## src/design/jsu_pkg.sv

```systemverilog
// ----------------------------------------------------------------------------
// jsu_pkg
// Shared types and constants for the JSON string unescape / UTF-8 check core.
// ----------------------------------------------------------------------------
package jsu_pkg;

  // Decoder modes
  typedef enum logic [2:0] {
    MODE_IDLE,
    MODE_ESC,
    MODE_HEX1,
    MODE_WANT_BS,
    MODE_WANT_U,
    MODE_HEX2,
    MODE_UTF8
  } mode_t;

  // Error codes
  localparam logic [3:0] ERR_NONE       = 4'd0;
  localparam logic [3:0] ERR_CTRL       = 4'd1;
  localparam logic [3:0] ERR_TRUNC_ESC  = 4'd2;
  localparam logic [3:0] ERR_BAD_ESC    = 4'd3;
  localparam logic [3:0] ERR_TRUNC_HEX  = 4'd4;
  localparam logic [3:0] ERR_BAD_HEX    = 4'd5;
  localparam logic [3:0] ERR_LONE_HIGH  = 4'd6;
  localparam logic [3:0] ERR_BAD_LOW    = 4'd7;
  localparam logic [3:0] ERR_UNEXP_LOW  = 4'd8;
  localparam logic [3:0] ERR_BAD_LEAD   = 4'd9;
  localparam logic [3:0] ERR_TRUNC_UTF8 = 4'd10;
  localparam logic [3:0] ERR_BAD_CONT   = 4'd11;
  localparam logic [3:0] ERR_BAD_CP     = 4'd12;
  localparam logic [3:0] ERR_UNTERM     = 4'd13;

  // Queue between decoder and serialiser (power of two)
  localparam int QDEPTH = 4;
  localparam int QAW    = $clog2(QDEPTH);

  // One decoded burst: up to four bytes, or a single done/error status
  typedef struct packed {
    logic [3:0][7:0] bytes;
    logic [1:0]      cnt_m1;
    logic            status;
    logic            done;
    logic [3:0]      err;
  } burst_t;

endpackage

```

## src/design/jsu_front.sv

```systemverilog
// ----------------------------------------------------------------------------
// jsu_front
// Decoder: one byte or end marker per cycle while acc, each may push a burst.
// ----------------------------------------------------------------------------
module jsu_front (
  input  logic            clk,
  input  logic            rst_n,
  input  logic            acc,
  input  logic            cmd,
  input  logic [7:0]      in_byte,
  output logic            push,
  output jsu_pkg::burst_t burst
);

  jsu_pkg::mode_t mode_r, mode_nxt;
  logic [15:0] hex_r, hex_nxt;
  logic [1:0]  hcnt_r, hcnt_nxt;
  logic [9:0]  hi_r, hi_nxt;
  logic [1:0]  need_r, need_nxt;
  logic [1:0]  seen_r, seen_nxt;
  logic [20:0] cp_r, cp_nxt;
  logic [7:0]  held_r [4];

  logic        held_we;
  logic [1:0]  held_idx;

  function automatic jsu_pkg::burst_t mk_err(input logic [3:0] code);
    jsu_pkg::burst_t b;
    b        = '0;
    b.status = 1'b1;
    b.err    = code;
    return b;
  endfunction

  function automatic jsu_pkg::burst_t mk_byte(input logic [7:0] v);
    jsu_pkg::burst_t b;
    b          = '0;
    b.bytes[0] = v;
    return b;
  endfunction

  function automatic jsu_pkg::burst_t emit_cp(input logic [20:0] cp);
    jsu_pkg::burst_t b;
    b = '0;
    if (cp <= 21'h7F) begin
      b.bytes[0] = cp[7:0];
    end else if (cp <= 21'h7FF) begin
      b.cnt_m1   = 2'd1;
      b.bytes[0] = {3'b110, cp[10:6]};
      b.bytes[1] = {2'b10, cp[5:0]};
    end else if (cp <= 21'hFFFF) begin
      b.cnt_m1   = 2'd2;
      b.bytes[0] = {4'b1110, cp[15:12]};
      b.bytes[1] = {2'b10, cp[11:6]};
      b.bytes[2] = {2'b10, cp[5:0]};
    end else begin
      b.cnt_m1   = 2'd3;
      b.bytes[0] = {5'b11110, cp[20:18]};
      b.bytes[1] = {2'b10, cp[17:12]};
      b.bytes[2] = {2'b10, cp[11:6]};
      b.bytes[3] = {2'b10, cp[5:0]};
    end
    return b;
  endfunction

  // 5'd16 flags a non-hex character
  function automatic logic [4:0] hex_val(input logic [7:0] c);
    logic [4:0] v;
    if (c >= "0" && c <= "9")      v = {1'b0, c[3:0]};
    else if (c >= "a" && c <= "f") v = 5'(c - 8'h57);
    else if (c >= "A" && c <= "F") v = 5'(c - 8'h37);
    else                           v = 5'd16;
    return v;
  endfunction

  always_comb begin
    logic        clr;
    logic [4:0]  hv;
    logic [15:0] hx;
    logic [20:0] cpn;
    logic [20:0] pair;
    logic [20:0] minimum;

    mode_nxt = mode_r;
    hex_nxt  = hex_r;
    hcnt_nxt = hcnt_r;
    hi_nxt   = hi_r;
    need_nxt = need_r;
    seen_nxt = seen_r;
    cp_nxt   = cp_r;
    push     = 1'b0;
    burst    = '0;
    clr      = 1'b0;
    held_we  = 1'b0;
    held_idx = '0;
    hv       = hex_val(in_byte);
    hx       = {hex_r[11:0], hv[3:0]};
    cpn      = {cp_r[14:0], in_byte[5:0]};
    pair     = 21'h10000 + {1'b0, hi_r, hx[9:0]};
    minimum  = (need_r == 2'd1) ? 21'h80 : (need_r == 2'd2) ? 21'h800 : 21'h10000;

    if (cmd) begin
      push = 1'b1;
      clr  = 1'b1;
      unique case (mode_r)
        jsu_pkg::MODE_ESC:     burst = mk_err(jsu_pkg::ERR_TRUNC_ESC);
        jsu_pkg::MODE_HEX1:    burst = mk_err(jsu_pkg::ERR_TRUNC_HEX);
        jsu_pkg::MODE_WANT_BS,
        jsu_pkg::MODE_WANT_U,
        jsu_pkg::MODE_HEX2:    burst = mk_err(jsu_pkg::ERR_LONE_HIGH);
        jsu_pkg::MODE_UTF8:    burst = mk_err(jsu_pkg::ERR_TRUNC_UTF8);
        default:               burst = mk_err(jsu_pkg::ERR_UNTERM);
      endcase
    end else begin
      unique case (mode_r)
        jsu_pkg::MODE_ESC: begin
          mode_nxt = jsu_pkg::MODE_IDLE;
          push     = 1'b1;
          case (in_byte)
            8'h22, 8'h5C, 8'h2F: burst = mk_byte(in_byte);
            "b": burst = mk_byte(8'h08);
            "f": burst = mk_byte(8'h0C);
            "n": burst = mk_byte(8'h0A);
            "r": burst = mk_byte(8'h0D);
            "t": burst = mk_byte(8'h09);
            "u": begin
              push     = 1'b0;
              mode_nxt = jsu_pkg::MODE_HEX1;
              hex_nxt  = '0;
              hcnt_nxt = '0;
            end
            default: begin
              burst = mk_err(jsu_pkg::ERR_BAD_ESC);
              clr   = 1'b1;
            end
          endcase
        end
        jsu_pkg::MODE_HEX1, jsu_pkg::MODE_HEX2: begin
          if (hv[4]) begin
            push  = 1'b1;
            burst = mk_err(jsu_pkg::ERR_BAD_HEX);
            clr   = 1'b1;
          end else if (hcnt_r != 2'd3) begin
            hex_nxt  = hx;
            hcnt_nxt = hcnt_r + 2'd1;
          end else if (mode_r == jsu_pkg::MODE_HEX1) begin
            hex_nxt  = hx;
            hcnt_nxt = '0;
            if (hx >= 16'hD800 && hx <= 16'hDBFF) begin
              hi_nxt   = hx[9:0];
              mode_nxt = jsu_pkg::MODE_WANT_BS;
            end else if (hx >= 16'hDC00) begin
              // also covers the private range above the surrogates: recheck
              if (hx <= 16'hDFFF) begin
                push  = 1'b1;
                burst = mk_err(jsu_pkg::ERR_UNEXP_LOW);
                clr   = 1'b1;
              end else begin
                push  = 1'b1;
                burst = emit_cp({5'd0, hx});
                clr   = 1'b1;
              end
            end else begin
              push  = 1'b1;
              burst = emit_cp({5'd0, hx});
              clr   = 1'b1;
            end
          end else begin
            push = 1'b1;
            clr  = 1'b1;
            if (hx < 16'hDC00 || hx > 16'hDFFF) burst = mk_err(jsu_pkg::ERR_BAD_LOW);
            else                                burst = emit_cp(pair);
          end
        end
        jsu_pkg::MODE_WANT_BS: begin
          if (in_byte != 8'h5C) begin
            push  = 1'b1;
            burst = mk_err(jsu_pkg::ERR_LONE_HIGH);
            clr   = 1'b1;
          end else begin
            mode_nxt = jsu_pkg::MODE_WANT_U;
          end
        end
        jsu_pkg::MODE_WANT_U: begin
          if (in_byte != "u") begin
            push  = 1'b1;
            burst = mk_err(jsu_pkg::ERR_LONE_HIGH);
            clr   = 1'b1;
          end else begin
            mode_nxt = jsu_pkg::MODE_HEX2;
            hex_nxt  = '0;
            hcnt_nxt = '0;
          end
        end
        jsu_pkg::MODE_UTF8: begin
          if (in_byte[7:6] != 2'b10) begin
            push  = 1'b1;
            burst = mk_err(jsu_pkg::ERR_BAD_CONT);
            clr   = 1'b1;
          end else begin
            held_we  = 1'b1;
            held_idx = seen_r + 2'd1;
            cp_nxt   = cpn;
            seen_nxt = seen_r + 2'd1;
            if (seen_nxt >= need_r) begin
              push = 1'b1;
              clr  = 1'b1;
              if (cpn < minimum || cpn > 21'h10FFFF ||
                  (cpn >= 21'hD800 && cpn <= 21'hDFFF)) begin
                burst = mk_err(jsu_pkg::ERR_BAD_CP);
              end else begin
                burst.cnt_m1 = need_r;
                for (int i = 0; i < 4; i++) begin
                  burst.bytes[i] = (2'(i) == held_idx) ? in_byte : held_r[i];
                end
              end
            end
          end
        end
        default: begin
          clr = 1'b1;
          if (in_byte == 8'h22) begin
            push       = 1'b1;
            burst      = '0;
            burst.status = 1'b1;
            burst.done = 1'b1;
          end else if (in_byte < 8'h20) begin
            push  = 1'b1;
            burst = mk_err(jsu_pkg::ERR_CTRL);
          end else if (in_byte == 8'h5C) begin
            clr      = 1'b0;
            mode_nxt = jsu_pkg::MODE_ESC;
            hex_nxt  = '0;
            hcnt_nxt = '0;
            hi_nxt   = '0;
            need_nxt = '0;
            seen_nxt = '0;
            cp_nxt   = '0;
          end else if (in_byte < 8'h80) begin
            push  = 1'b1;
            burst = mk_byte(in_byte);
          end else if (in_byte >= 8'hC2 && in_byte <= 8'hF4) begin
            clr      = 1'b0;
            mode_nxt = jsu_pkg::MODE_UTF8;
            held_we  = 1'b1;
            held_idx = '0;
            hex_nxt  = '0;
            hcnt_nxt = '0;
            hi_nxt   = '0;
            seen_nxt = '0;
            if (in_byte <= 8'hDF) begin
              need_nxt = 2'd1;
              cp_nxt   = {16'd0, in_byte[4:0]};
            end else if (in_byte <= 8'hEF) begin
              need_nxt = 2'd2;
              cp_nxt   = {17'd0, in_byte[3:0]};
            end else begin
              need_nxt = 2'd3;
              cp_nxt   = {18'd0, in_byte[2:0]};
            end
          end else begin
            push  = 1'b1;
            burst = mk_err(jsu_pkg::ERR_BAD_LEAD);
          end
        end
      endcase
    end

    if (clr) begin
      mode_nxt = jsu_pkg::MODE_IDLE;
      hex_nxt  = '0;
      hcnt_nxt = '0;
      hi_nxt   = '0;
      need_nxt = '0;
      seen_nxt = '0;
      cp_nxt   = '0;
    end
  end

  always_ff @(posedge clk) begin
    if (!rst_n) begin
      mode_r <= jsu_pkg::MODE_IDLE;
      hex_r  <= '0;
      hcnt_r <= '0;
      hi_r   <= '0;
      need_r <= '0;
      seen_r <= '0;
      cp_r   <= '0;
    end else if (acc) begin
      mode_r <= mode_nxt;
      hex_r  <= hex_nxt;
      hcnt_r <= hcnt_nxt;
      hi_r   <= hi_nxt;
      need_r <= need_nxt;
      seen_r <= seen_nxt;
      cp_r   <= cp_nxt;
    end
  end

  // held lead/continuation bytes, only read after being written this sequence
  always_ff @(posedge clk) begin
    if (acc && !cmd && held_we) begin
      held_r[held_idx] <= in_byte;
    end
  end

endmodule

```

## src/design/jsu_fifo.sv

```systemverilog
// ----------------------------------------------------------------------------
// jsu_fifo
// Short burst queue between decoder and serialiser.
// ----------------------------------------------------------------------------
module jsu_fifo (
  input  logic            clk,
  input  logic            rst_n,
  input  logic            push,
  input  jsu_pkg::burst_t wr_data,
  input  logic            pop,
  output jsu_pkg::burst_t head,
  output logic            empty,
  output logic            full
);

  jsu_pkg::burst_t              mem_r [jsu_pkg::QDEPTH];
  logic [jsu_pkg::QAW-1:0]      wr_ptr_r, rd_ptr_r;
  logic [jsu_pkg::QAW:0]        cnt_r, cnt_nxt;

  assign empty = (cnt_r == '0);
  assign full  = (cnt_r == (jsu_pkg::QAW+1)'(jsu_pkg::QDEPTH));
  assign head  = mem_r[rd_ptr_r];

  always_comb begin
    cnt_nxt = cnt_r;
    if (push && !pop)      cnt_nxt = cnt_r + 1'b1;
    else if (!push && pop) cnt_nxt = cnt_r - 1'b1;
  end

  always_ff @(posedge clk) begin
    if (!rst_n) begin
      wr_ptr_r <= '0;
      rd_ptr_r <= '0;
      cnt_r    <= '0;
    end else begin
      cnt_r <= cnt_nxt;
      if (push) wr_ptr_r <= wr_ptr_r + 1'b1;
      if (pop)  rd_ptr_r <= rd_ptr_r + 1'b1;
    end
  end

  always_ff @(posedge clk) begin
    if (push) mem_r[wr_ptr_r] <= wr_data;
  end

  a_no_overflow: assert property (@(posedge clk) disable iff (!rst_n)
    !(push && full && !pop))
    else $error("burst queue overflow");

  a_no_underflow: assert property (@(posedge clk) disable iff (!rst_n)
    !(pop && empty))
    else $error("burst queue underflow");

  a_cnt_range: assert property (@(posedge clk) disable iff (!rst_n)
    cnt_r <= (jsu_pkg::QAW+1)'(jsu_pkg::QDEPTH))
    else $error("burst queue count out of range");

endmodule

```

## src/design/jsu_back.sv

```systemverilog
// ----------------------------------------------------------------------------
// jsu_back
// Serialiser: head burst to an output reg, one result per cycle unless stalled.
// ----------------------------------------------------------------------------
module jsu_back (
  input  logic            clk,
  input  logic            rst_n,
  input  jsu_pkg::burst_t head,
  input  logic            empty,
  output logic            pop,
  output logic            out_tvalid,
  input  logic            out_tready,
  output logic [15:0]     out_tdata,
  output logic [1:0]      out_tuser,
  output logic            out_tlast
);

  logic [1:0] idx_r;
  logic       valid_r;
  logic [7:0] byte_r;
  logic       bvalid_r;
  logic       done_r;
  logic [3:0] err_r;
  logic       last_r;
  logic       load;
  logic       at_end;

  assign load   = !empty && (!valid_r || out_tready);
  assign at_end = (idx_r == head.cnt_m1);
  assign pop    = load && at_end;

  always_ff @(posedge clk) begin
    if (!rst_n) begin
      valid_r <= 1'b0;
      idx_r   <= '0;
    end else begin
      if (load)                 valid_r <= 1'b1;
      else if (out_tready)      valid_r <= 1'b0;
      if (load) idx_r <= at_end ? 2'd0 : idx_r + 2'd1;
    end
  end

  always_ff @(posedge clk) begin
    if (load) begin
      byte_r   <= head.status ? 8'd0 : head.bytes[idx_r];
      bvalid_r <= !head.status;
      done_r   <= head.done;
      err_r    <= head.err;
      last_r   <= at_end;
    end
  end

  assign out_tvalid = valid_r;
  assign out_tdata  = {4'd0, err_r, byte_r};
  assign out_tuser  = {done_r, bvalid_r};
  assign out_tlast  = last_r;

  a_status_last: assert property (@(posedge clk) disable iff (!rst_n)
    valid_r && !bvalid_r |-> last_r)
    else $error("status result not marked last");

  a_idx_idle: assert property (@(posedge clk) disable iff (!rst_n)
    empty |-> idx_r == 2'd0)
    else $error("byte index left mid-burst with empty queue");

  a_byte_no_status: assert property (@(posedge clk) disable iff (!rst_n)
    valid_r && bvalid_r |-> !done_r && err_r == jsu_pkg::ERR_NONE)
    else $error("byte result carries status");

endmodule

```

## src/design/json_string_unescape_utf8_core.sv

```systemverilog
// ----------------------------------------------------------------------------
// json_string_unescape_utf8_core
// JSON string body unescaper with UTF-8 validation, streaming in and out.
// ----------------------------------------------------------------------------
// Input channel in_*: one transaction per body byte (in_tuser[0] = 0) or an
// end-of-input marker (in_tuser[0] = 1). Output channel out_*: decoded bytes
// (out_tuser[0] set) or one done / error status result; out_tlast marks the
// last result caused by an input transaction.
// The decoder takes one transaction per cycle while its burst queue (four
// entries) has room; each transaction yields zero to four results. The
// serialiser emits one result per cycle while out_tready allows, so sustained
// throughput is one input per cycle for single-result traffic, otherwise
// bounded by the serialiser.
// Each result passes through the queue and then the output register to out_*.
// A completed raw UTF-8 sequence or \u escape is released as one burst.
// Reset (rst_n low, synchronous) clears the decoder to the start of a string
// body and empties the queue and output register.
// When the receiver stalls, the output register holds, the queue fills, and
// in_tready falls once it is full.
// ----------------------------------------------------------------------------
module json_string_unescape_utf8_core (
  input  logic        clk,
  input  logic        rst_n,
  input  logic        in_tvalid,
  output logic        in_tready,
  input  logic [7:0]  in_tdata,   // [7:0] in_byte
  input  logic [0:0]  in_tuser,   // [0] cmd
  output logic        out_tvalid,
  input  logic        out_tready,
  output logic [15:0] out_tdata,  // [7:0] out_byte, [11:8] error_code, [15:12] zero
  output logic [1:0]  out_tuser,  // [0] byte_valid, [1] string_done
  output logic        out_tlast
);

  jsu_pkg::burst_t burst;
  jsu_pkg::burst_t head;
  logic            push;
  logic            pop;
  logic            empty;
  logic            full;
  logic            acc;

  assign in_tready = !full;
  assign acc       = in_tvalid && in_tready;

  jsu_front u_front (
    .clk     (clk),
    .rst_n   (rst_n),
    .acc     (acc),
    .cmd     (in_tuser[0]),
    .in_byte (in_tdata),
    .push    (push),
    .burst   (burst)
  );

  jsu_fifo u_fifo (
    .clk     (clk),
    .rst_n   (rst_n),
    .push    (push && acc),
    .wr_data (burst),
    .pop     (pop),
    .head    (head),
    .empty   (empty),
    .full    (full)
  );

  jsu_back u_back (
    .clk        (clk),
    .rst_n      (rst_n),
    .head       (head),
    .empty      (empty),
    .pop        (pop),
    .out_tvalid (out_tvalid),
    .out_tready (out_tready),
    .out_tdata  (out_tdata),
    .out_tuser  (out_tuser),
    .out_tlast  (out_tlast)
  );

endmodule

```

## config.mk

```make
export PLATFORM = sky130hd
export DESIGN_NAME = json_string_unescape_utf8_core
export DESIGN_NICKNAME = d
export VERILOG_FILES = /design/src/design/jsu_pkg.sv /design/src/design/jsu_front.sv /design/src/design/jsu_fifo.sv /design/src/design/jsu_back.sv /design/src/design/json_string_unescape_utf8_core.sv
export SDC_FILE = /design/constraint.sdc
export NUM_CORES = 1
export LEC_CHECK = 0
export BUFFER_PORTS_ARGS = -buffer_cell sky130_fd_sc_hd__buf_2
export CAP_MARGIN = 0
export CORE_ASPECT_RATIO = 0.9
export CORE_UTILIZATION = 53
export CTS_CLUSTER_DIAMETER = 120
export DETAILED_ROUTE_END_ITERATION = 6
export PLACE_DENSITY = 0.69
export SLEW_MARGIN = 10
export SYNTH_ARGS = -nofsm -noshare
export SYNTH_HDL_FRONTEND = slang
export SYNTH_HIERARCHICAL = 1
export SYNTH_SLANG_ARGS = --single-unit
```

## constraint.sdc

```tcl
create_clock -name clk -period 5 [get_ports clk]
set_clock_uncertainty 0.2 [all_clocks]
set_input_delay 1 -clock clk [delete_from_list [all_inputs] [get_ports clk]]
set_output_delay 1 -clock clk [all_outputs]
set_load 0.02 [all_outputs]
```

==> results by group <==
Timing
  • Fin Setup TNS: 0 ns
  • Rel. slew slack: between 40 and 50%
  • Post-layout minimum cycle time: 4.07 ns
  • Hold Fails Final Rpt: 0
  • Unrepaired setup endpoints after global routing: no
  • Final Slew Violations: 0
  • Setup ws final: between 0.9 and 1 ns
  • Highest clock rate: 246 MHz
  • Least-Margin Pin Slew: 0.816 ns
  • WHS: between 0.2 and 0.3 ns
  • # setup viols final: 0
  • Tcrit/Tclk final: between 80 and 90%

Detailed routing
  • Via density: ~6.5
  • Total wire length: 33.3 mm
  • Routed Antenna Nets: 0
  • Drt first pass iters: 6
  • Total number of vias: just over 9000
  • Drt wl/cell: about 23 um
  • Number of remaining DRC errors: 0
  • 1st-iter DRT viols: about 1100

Synth
  • Avg Cell Area, Syn: approximately 12 um^2
  • Count of cell types in the netlist: 92
  • Main synth FF type: edfxtp_1
  • Total number of yosys warnings: 6
  • Seq/Total Area, Yosys: between 50% and 60%
  • Number of enable flip-flop cells after synthesis: a little over 200
  • Share of synthesized registers carrying an async set or reset: 0%
  • Post-Syn Area: roughly 13000 um^2
  • #FFs+latches synth: between 200 and 300
  • Synth Instances: ~1100

Final layout
  • Share of layout cells above drive strength 1: a little under a fifth
  • Commonest non-fill, non-tap cell in the layout: edfxtp_1
  • Diode count: 0
  • Area delta synth->final: 11.7%
  • Nets: 1128
  • Commonest non-fill, non-tap cells in the layout: 207 x edfxtp_1, 88 x nand2_1, 57 x nor2_1
  • Finished Layout Cells: around 1400
  • Fill cell count: 1899

Place
  • Buffers on Ports: 29
  • Pre-CTS setup slack: 0.424 ns
  • Post-placement cell count: about 1400
  • Placer Congestion: 0.943
  • Post-DP HPWL: between 20 and 25 mm

Floorplan
  • DIE WIDTH: around 170 um
  • Initial Util: a little over half
  • Row cnt: 54
  • Die height: around 150 um
  • Die area: 25500 um^2
  • Ports: 34
  • Area of the core: 24300 um^2

Hold path
  • Hold depth: 2
  • HP Class: register to register
  • Hold Path Origin: u_front/cp_r[13]
  • WHS Endpoint: u_front/cp_r[13]

Power and ir drop
  • Combinational share of power: between 10% and 20%
  • PwrDens: between 400 and 500 nW/um^2
  • Leakage Power: a little under 5 nW
  • Sequential power share: around 45%
  • Psw: approximately 0.0017 W
  • Sw Share: 27.3%
  • Clock Power Share: 35.7%
  • Internal: between 0.004 and 0.005 W
  • Max IR drop VDD: 278 uV

GRT
  • First-pass GRT wire length: between 50 and 60 mm
  • Vias in the first global route: between 8000 and 9000
  • GRT Overall Usage: approximately 27%
  • Initial antenna violation count: 0
  • Largest net degree at the start of global routing: 47
  • GR Overflow Total: 0

Setup path
  • Worst R2R Start: u_front/hi_r[6]
  • Worst path required time: between 5 and 6 ns
  • Critical path type: primary input to register
  • Critical Path AT: 4.34 ns
  • Crit Path Max Fanout: 25
  • R2R depth: 9
  • Reg-to-reg critical path endpoint: u_fifo/mem_r[0][13]
  • Critical path endpoint category: register
  • Startpoint Class: primary input
  • Flop2flop setup slack: between 0.9 and 1 ns

Flow run
  • Max-cap viol count: 0

Clocking
  • Clock Sinks: 265
  • # hold bufs at CTS: 0
  • Clock transition at path regs: about 0.060 ns
  • Number of levels in the clock H-tree: 1
  • CTS buffer count: 28
  • Max clock buf depth: 3
  • # resized after CTS: 0
  • Clock insertion delay at the later pin of the skew report: between 0.5 and 0.6 ns
  • # Post-CTS Setup Buffers: 0
  • Clk root buf: clkbuf_16
  • CTS tree: built

Run status
  • Status: finished, final reports clean
[Yosys cell counts, types with 7 or more instances]
cell type,instances,area [um^2]
edfxtp_1,207,6220
nand2_1,88,330
dfxtp_1,58,1160
nor2_1,57,214
o21ai_0,50,250
nand3_1,48,240
mux4_2,46,1040
a21oi_1,40,200
clkbuf_1,39,146
mux2i_1,35,350
inv_1,28,105
and2_1,23,144
ha_1,22,275
nor3_1,17,85.1
a22o_1,15,131
o22ai_1,15,93.8
nor2b_1,14,87.6
nor4_1,13,81.3
buf_2,12,60.1
nand2b_1,11,68.8
o31ai_1,11,82.6
o211ai_1,9,67.6
a221o_1,8,80.1
and3_1,8,50.1
a211oi_1,7,52.6
a21o_1,7,52.6
a31oi_1,7,43.8
buf_1,7,26.3
[power by group through the flow]
stage	registers, W	logic, W	clock network (W)
floorplan	0.00284	0.000869	0
global placement	0.00280	0.00119	0
detailed placement	0.00281	0.00121	0
CTS	0.00277	0.00122	0.00223
global route	0.00279	0.00131	0.00232
finish	0.00276	0.00121	0.00221
[layer usage]
metal  up-vias  global-route usage (%)  part of all wire [%]
met1      4564                    38.5                    44
li1       4183                       -                     -
met4         0                    8.23                   2.7
met3        86                    4.10                   8.0
met2       430                    42.1                    45
met5         -                       0                     0
[flip-flops by register name, summed over array words and instances, names as in the netlist, 2 cells and up, named ones only]
| register | cells |
|---|---|
| u_fifo/mem_r | 160 |
| u_front/held_r | 32 |
| u_front/cp_r | 15 |
| u_front/hex_r | 12 |
| u_front/hi_r | 10 |
| u_back/byte_r | 8 |
| u_back/err_r | 4 |
| u_fifo/cnt_r | 3 |
| u_front/mode_r | 3 |
| u_back/idx_r | 2 |
| u_fifo/rd_ptr_r | 2 |
| u_fifo/wr_ptr_r | 2 |
| u_front/hcnt_r | 2 |
| u_front/need_r | 2 |
| u_front/seen_r | 2 |
[kinds of logic after synthesis]
logic type	count (synthesis)	synth area share (%)
AO/OA/AOI/OAI	242	12.8
other	1	0.0284
buffers and inverters	101	3.83
multiplexers	88	11.3
AND/OR/NAND/NOR	329	13.2
flip-flops	265	55.9
adder cells (fa/ha/maj)	23	2.24
XOR/XNOR	10	0.664
[worst max-delay path: stages]
cell      delay (ns)
buf_2           0.26
or4b_4          0.62
nor3b_2         0.39
a21o_1          0.24
a21o_1          0.17
nand3b_1        0.13
nor2_1          0.16
nand2_1         0.09
and3b_1         0.21
ha_1            0.24
inv_1           0.08
fa_1            0.17
xor2_1          0.07
or3_1           0.31
a21boi_0        0.18
[cell type report]
class	count	area, um^2	area share (%)
Sequential cell	265	7380	50.1
Multi-Input combinational cell	696	5350	36.3
Clock buffer	30	718	4.87
Timing Repair Buffer	72	518	3.52
Tap cell	308	385	2.62
Clock inverter	22	282	1.91
Inverter	29	109	0.739
[metrics by stage]
step           area [um^2]  power [W]  util, %
2_1_floorplan        13200    0.00371        -
3_3_place_gp         13700    0.00400     56.5
3_5_place_dp         13700    0.00402     56.5
4_1_cts              14700    0.00622     60.6
5_1_grt              14700    0.00642     60.6
6_report             14700    0.00618     60.6
[how the worst max path moves through the flow]
stage | start | end | slack, ns | depth (start not counted)
finish | in_tdata[4] | u_fifo/cnt_r[2] | 0.93 | 15
global route | u_front/hi_r[6] | u_fifo/mem_r[0][13] | 0.70 | 9
CTS | u_front/hi_r[6] | u_fifo/mem_r[0][13] | 0.99 | 9
detailed placement | in_tdata[4] | u_fifo/mem_r[1][34] | 0.42 | 10
global placement | in_tdata[5] | u_fifo/mem_r[0][13] | 0.51 | 10
floorplan | in_tdata[0] | u_fifo/mem_r[0][0] | 0.39 | 12
(Power assumes the default switching activity.)
